`config.mk`:
```
export PLATFORM = sky130hd
export DESIGN_NAME = quoted_field_splitter
export DESIGN_NICKNAME = d
export VERILOG_FILES = /design/src/design/qfs_pkg.sv /design/src/design/quoted_field_splitter.sv
export SDC_FILE = /design/constraint.sdc
export NUM_CORES = 1
export LEC_CHECK = 0
export BUFFER_PORTS_ARGS = -buffer_cell sky130_fd_sc_hd__buf_2
export CORE_MARGIN = 4
export CORE_UTILIZATION = 57
export CTS_BUF_LIST = sky130_fd_sc_hd__clkbuf_8
export CTS_CLUSTER_SIZE = 12
export DETAILED_ROUTE_END_ITERATION = 8
export PLACE_DENSITY = 0.84
export SYNTH_ARGS = -nofsm -noshare
export SYNTH_HDL_FRONTEND = slang
export SYNTH_SLANG_ARGS = --single-unit
```
`constraint.sdc`:
```
create_clock -name clock -period 5 [get_ports clock]
set_clock_uncertainty 0.15 [all_clocks]
set_input_delay 0.75 -clock clock [delete_from_list [all_inputs] [get_ports clock]]
set_output_delay 0.75 -clock clock [all_outputs]
set_load 0.02 [all_outputs]
```
`src/design/qfs_pkg.sv`:
```
`default_nettype none

package qfs_pkg;

   localparam logic [7:0]  QUOTE_BYTE     = 8'h22;
   localparam logic [63:0] SEP_MASK0_INIT = 64'h0000_1000_0000_0000;

   localparam logic OP_BYTE = 1'b0;
   localparam logic OP_END  = 1'b1;

   localparam logic KIND_DATA = 1'b0;
   localparam logic KIND_EOF  = 1'b1;

   localparam logic [2:0] CSR_SEP_MASK_0 = 3'd0;
   localparam logic [2:0] CSR_SEP_MASK_1 = 3'd1;
   localparam logic [2:0] CSR_SEP_MASK_2 = 3'd2;
   localparam logic [2:0] CSR_SEP_MASK_3 = 3'd3;

   typedef struct packed {
      logic       op;
      logic [7:0] in_byte;
   } req_type;

   typedef struct packed {
      logic       kind;
      logic [7:0] out_byte;
      logic       end_of_record;
      logic       unterminated_quote;
      logic       last_of_run;
   } rsp_type;

endpackage

`default_nettype wire

```
`src/design/quoted_field_splitter.sv`:
```
// Results of an accepted word are written into the result queue and offered from its head.
// Throughput: one word per cycle while input ready is high; a word yielding two results
// leaves them one at a time, limited by the single result port, with a four-entry result
// queue absorbing bursts. Input ready is high while the queue has room for two results.
// Reset (synchronous, active high): separator set to comma only, parser at field start,
// result queue empty.
`default_nettype none

module quoted_field_splitter
   import qfs_pkg::*;
(
   input  wire logic        clock,
   input  wire logic        reset,
   input  wire logic        req_valid,
   output logic             req_ready,
   input  wire req_type     req_data,
   output logic             rsp_valid,
   input  wire logic        rsp_ready,
   output rsp_type          rsp_data,
   input  wire logic        csr_we,
   input  wire logic [2:0]  csr_index,
   input  wire logic [63:0] csr_wdata
);

   typedef enum logic [1:0] {
      MODE_START  = 2'd0,
      MODE_PLAIN  = 2'd1,
      MODE_QUOTED = 2'd2,
      MODE_HELD   = 2'd3
   } mode_type;

   localparam int QDEPTH = 4;
   localparam int QAW    = $clog2(QDEPTH);
   localparam int QCW    = $clog2(QDEPTH + 1);

   mode_type          mode_ff, mode_in;
   logic [63:0]       mask_ff [4];
   rsp_type           q_ff [QDEPTH];
   logic [QAW-1:0]    head_ff, tail_ff;
   logic [QCW-1:0]    count_ff, count_in;

   rsp_type           res0, res1;
   logic [1:0]        n_res;
   logic              is_sep, is_quote;
   logic              push, pop;
   logic [7:0]        b;

   assign b         = req_data.in_byte;
   assign is_sep    = mask_ff[b[7:6]][b[5:0]];
   assign is_quote  = (b == QUOTE_BYTE);
   assign req_ready = (count_ff <= QCW'(QDEPTH - 2));
   assign push      = req_valid && req_ready;
   assign rsp_valid = (count_ff != '0);
   assign rsp_data  = q_ff[head_ff];
   assign pop       = rsp_valid && rsp_ready;

   always_comb begin
      res0    = '0;
      res1    = '0;
      n_res   = 2'd0;
      mode_in = mode_ff;
      if (req_data.op == OP_END) begin
         res0.kind               = KIND_EOF;
         res0.end_of_record      = 1'b1;
         res0.unterminated_quote = (mode_ff == MODE_QUOTED);
         n_res                   = 2'd1;
         mode_in                 = MODE_START;
      end else begin
         unique case (mode_ff)
            MODE_START: begin
               if (is_quote) begin
                  mode_in = MODE_QUOTED;
               end else if (is_sep) begin
                  res0.kind = KIND_EOF;
                  n_res     = 2'd1;
               end else begin
                  res0.kind     = KIND_DATA;
                  res0.out_byte = b;
                  n_res         = 2'd1;
                  mode_in       = MODE_PLAIN;
               end
            end
            MODE_PLAIN: begin
               n_res = 2'd1;
               if (is_sep) begin
                  res0.kind = KIND_EOF;
                  mode_in   = MODE_START;
               end else begin
                  res0.kind     = KIND_DATA;
                  res0.out_byte = b;
               end
            end
            MODE_QUOTED: begin
               if (is_quote) begin
                  mode_in = MODE_HELD;
               end else begin
                  res0.kind     = KIND_DATA;
                  res0.out_byte = b;
                  n_res         = 2'd1;
               end
            end
            MODE_HELD: begin
               if (is_sep) begin
                  res0.kind = KIND_EOF;
                  n_res     = 2'd1;
                  mode_in   = MODE_START;
               end else if (is_quote) begin
                  res0.kind     = KIND_DATA;
                  res0.out_byte = QUOTE_BYTE;
                  n_res         = 2'd1;
               end else begin
                  res0.kind     = KIND_DATA;
                  res0.out_byte = QUOTE_BYTE;
                  res1.kind     = KIND_DATA;
                  res1.out_byte = b;
                  n_res         = 2'd2;
                  mode_in       = MODE_QUOTED;
               end
            end
            default: begin
               mode_in = MODE_START;
            end
         endcase
      end
      res0.last_of_run = (n_res == 2'd1);
      res1.last_of_run = (n_res == 2'd2);
   end

   always_comb begin
      count_in = count_ff;
      if (push) begin
         count_in = count_in + QCW'(n_res);
      end
      if (pop) begin
         count_in = count_in - QCW'(1);
      end
   end

   always_ff @(posedge clock) begin
      if (reset) begin
         mode_ff    <= MODE_START;
         mask_ff[0] <= SEP_MASK0_INIT;
         mask_ff[1] <= '0;
         mask_ff[2] <= '0;
         mask_ff[3] <= '0;
         head_ff    <= '0;
         tail_ff    <= '0;
         count_ff   <= '0;
      end else begin
         if (csr_we) begin
            unique case (csr_index)
               CSR_SEP_MASK_0: mask_ff[0] <= csr_wdata;
               CSR_SEP_MASK_1: mask_ff[1] <= csr_wdata;
               CSR_SEP_MASK_2: mask_ff[2] <= csr_wdata;
               CSR_SEP_MASK_3: mask_ff[3] <= csr_wdata;
               default: ;
            endcase
         end
         if (push) begin
            mode_ff <= mode_in;
            if (n_res != 2'd0) begin
               q_ff[tail_ff] <= res0;
            end
            if (n_res == 2'd2) begin
               q_ff[tail_ff + QAW'(1)] <= res1;
            end
            tail_ff <= tail_ff + QAW'(n_res);
         end
         if (pop) begin
            head_ff <= head_ff + QAW'(1);
         end
         count_ff <= count_in;
      end
   end

endmodule

`default_nettype wire

```
==> load_flow_metrics.sql <==
INSERT INTO impl_metrics (metric_group, metric, value, unit) VALUES
('worst_setup_path', 'setup.worst_path.start_class', 'primary input', ''),
('global_route', 'overflow', '0', ''),
('clocking', 'tritoncts.num_buffers', '49', ''),
('flow_run', 'max-cap-violations', '0', ''),
('placed_design', 'weighted_congestion_reported_at_the_end_of_routability_driven_placement', '0.816', ''),
('sta', 'worst_slew_pin_slew', '1.05', 'ns'),
('power_and_ir_drop', 'power-per-cell-area', '369', 'nW/um2'),
('outcome', 'result_of_the_run', 'finished clean', ''),
('logic_synthesis', 'postSynth.asyncResetShare', '0', '%'),
('logic_synthesis', 'synth_seq_cells', '315', ''),
('global_route', 'initial_antenna_violation_count', '4', ''),
('floorplan', 'fp-row-count', '58', ''),
('drt', 'drt_wl_total', '33.4', 'mm'),
('sta', 'totalNegativeSetupSlack', '0', 'ns'),
('worst_setup_path', 'timing.critical_path.arrival', '4.83', 'ns'),
('logic_synthesis', 'yosys_warnings', '0', ''),
('clocking', 'cts_setup_buffers', '0', ''),
('logic_synthesis', 'syn_inst', '1047', ''),
('layout', 'seqCellArea', '9230', 'um2'),
('worst_setup_path', 'crit_type', 'primary input to register', ''),
('drt', 'antenna_violating_nets_post_route', '0', ''),
('floorplan', 'die_height', '169', 'um'),
('logic_synthesis', 'synth-edff-count', '292', ''),
('worst_setup_path', 'crit_path_max_incr_delay', '0.58', 'ns'),
('logic_synthesis', 'yosys_most_used_dff', 'edfxtp_1', ''),
('floorplan', 'floorplan.die_area', '28500', 'um2'),
('global_route', 'track_usage', '23.5', '%'),
('drt', 'drt_iter0_markers', '848', ''),
('clocking', 'cts_tree', 'yes', ''),
('layout', 'n_fill_cell', '1756', ''),
('floorplan', 'io-pin-count', '95', ''),
('sta', 'fmax', '224', 'MHz'),
('layout', 'area_growth', '12.5', '%'),
('worst_setup_path', 'worst_path_maximum_fanout', '28', ''),
('sta', 'period_needed', '4.47', 'ns'),
('logic_synthesis', 'synth.lib_cells_used.distinct', '65', ''),
('worst_setup_path', 'cp_data_required_time', '5.36', 'ns'),
('placed_design', 'io_buffers', '94', ''),
('layout', 'layout-drive-gt1-share', '21.6', '%'),
('layout', 'finish.utilization', '65.5', '%'),
('sta', 'final.period_utilization', '89.3', '%'),
('worst_hold_path', 'worst_hold_path_type', 'primary input to register', ''),
('global_route', 'grt_first_pass_wirelength', '52.0', 'mm'),
('logic_synthesis', 'synth_area', '14700', 'um2'),
('worst_setup_path', 'setup.worst_path.end_class', 'register', ''),
('clocking', 'cts.sink_count', '315', ''),
('clocking', 'clock_tree.root_cell', 'clkbuf_8', ''),
('sta', 'slew_headroom', '30.3', '%'),
('drt', 'wl_per_cell', '21.9', 'um'),
('sta', 'timing_max_transition_violations_final', '0', ''),
('floorplan', 'die_w', '169', 'um'),
('clocking', 'max_buffers_root_to_sink', '3', ''),
('placed_design', 'placement.setup.worst_slack', '-0.0539', 'ns'),
('sta', 'timing.final.hold_violations', '0', ''),
('worst_setup_path', 'cpMaxStageDelayCell', 'mux4_1', ''),
('global_route', 'grt_pass1_vias', '9538', ''),
('layout', 'final_net_count', '1237', ''),
('drt', 'via_count', '9135', ''),
('clocking', 'cts.hold.buffers_added', '0', ''),
('drt', 'via_per_inst', '6.01', ''),
('global_route', 'grt_start_max_net_pins', '65', ''),
('logic_synthesis', 'synth.avg_cell_area', '14.1', 'um2'),
('logic_synthesis', 'synthDominantCellAreaShare', '59.5', '%'),
('clocking', 'clk-insertion-delay-late', '0.59', 'ns'),
('logic_synthesis', 'ys_top_cells_by_area', 'edfxtp_1 (59%), and2_1 (12%), mux4_2 (7.6%)', ''),
('clocking', 'cts.reportedPaths.clkPinSlew', '0.07', 'ns'),
('clocking', 'postCtsResizedCells', '0', ''),
('worst_hold_path', 'whs_path_cells', '3', ''),
('clocking', 'htreeDepth', '2', ''),
('drt', 'drt_pass1_iterations', '5', ''),
('logic_synthesis', 'yosysTopAreaCell', 'edfxtp_1', '');
-- cell families after synthesis --
group	count (synthesis)	synth area share (%)
muxes	109	12.0
adders and majority gates	4	0.391
buffers and inverters	85	2.63
AOI/OAI and AO/OA	111	5.40
xor gates and xnor gates	4	0.238
and+or+nand+nor	419	16.7
DFF	315	62.6
-- final cells by class --
| cell class | count | area share, % |
|---|---|---|
| clock buffers | 52 | 4.32 |
| well taps | 330 | 2.49 |
| multi-input cells | 647 | 31.2 |
| clock inverters | 36 | 1.09 |
| inverters | 12 | 0.272 |
| repair buffers | 127 | 4.95 |
| diodes | 2 | 0.0302 |
| flip-flops and latches | 315 | 55.6 |
-- cells in the final DEF, fill, tap and decap left out, drive strengths merged, types with 3 or more instances in the layout --
| cell type | count |
|---|---|
| buf | 127 |
| edfxtp | 292 |
| o2bb2ai | 7 |
| a21oi | 19 |
| nand2 | 33 |
| ha | 3 |
| nand4 | 5 |
| dfxtp | 23 |
| mux2i | 54 |
| nand3 | 21 |
| xnor2 | 3 |
| mux4 | 53 |
| nor2b | 7 |
| nor3 | 6 |
| nand2b | 9 |
| a22oi | 32 |
| and2 | 272 |
| o211ai | 4 |
| clkbuf | 52 |
| or3 | 5 |
| nor2 | 35 |
| o21ai | 14 |
| a22o | 3 |
| o2111ai | 4 |
| inv | 32 |
| clkinv | 15 |
| o22ai | 7 |
| o32ai | 3 |
| and3 | 16 |
-- power breakdown --
part / switching, uW / total, uW / internal (uW) / leakage, uW
Sequential: 130 / 3230 / 3100 / 0.00300
Combinational: 494 / 881 / 387 / 0.00265
Clock: 986 / 2000 / 1020 / 0.000536
-- worst max-delay path, delay by kind of cell --
family	cells	cell delay (ns)
and+or+nand+nor	6	0.86
buffers and inverters	4	0.65
adders and majority gates	3	0.90
AOI/OAI and AO/OA	5	0.82
muxes	2	0.83
-- stage by stage --
stage          std cells  hold WS (ns)  instance area, um2  power [uW]
3_3_place_gp        1431         0.296               15700        4130
2_1_floorplan       1047         0.276               14700        3870
4_1_cts             1519         0.276               16600        6130
6_report            1521         0.292               16600        6120
3_5_place_dp        1431         0.299               15700        4170
5_1_grt             1521         0.312               16600        6360
-- synthesized netlist by cell type, types with 16 or more instances --
master    instances
a21oi_1          19
a22oi_1          32
and2_1          272
and3_1           16
clkbuf_1         53
dfxtp_1          23
edfxtp_1        292
mux2i_1          54
mux4_2           50
nand2_1          33
nand3_1          21
nor2_1           35
-- metal layers --
metal / up-vias / wire length (um) / track usage (%)
met2: 431 / 17100 / 40.0
met4: 4 / 958 / 8.72
met5: - / 30 / 0
met1: 4500 / 12600 / 29.6
li1: 4121 / - / -
met3: 79 / 2770 / 5.37
-- registers in the layout, summed over array words and instances, names as in the netlist, named ones only --
register  count
head_ff       2
mode_ff       2
q_ff         48
count_ff      3
mask_ff     256
tail_ff       2
-- path summary, 6_finish.rpt --
path | from | endpoint | slack, ns
min reg2reg | q_ff[2][2] | q_ff[2][2] | 0.32
max reg2reg | mask_ff[3][25] | count_ff[1] | 0.79
min | req_valid | tail_ff[0] | 0.29
max | req_data[6] | count_ff[1] | 0.53
(Power assumes the default switching activity.)
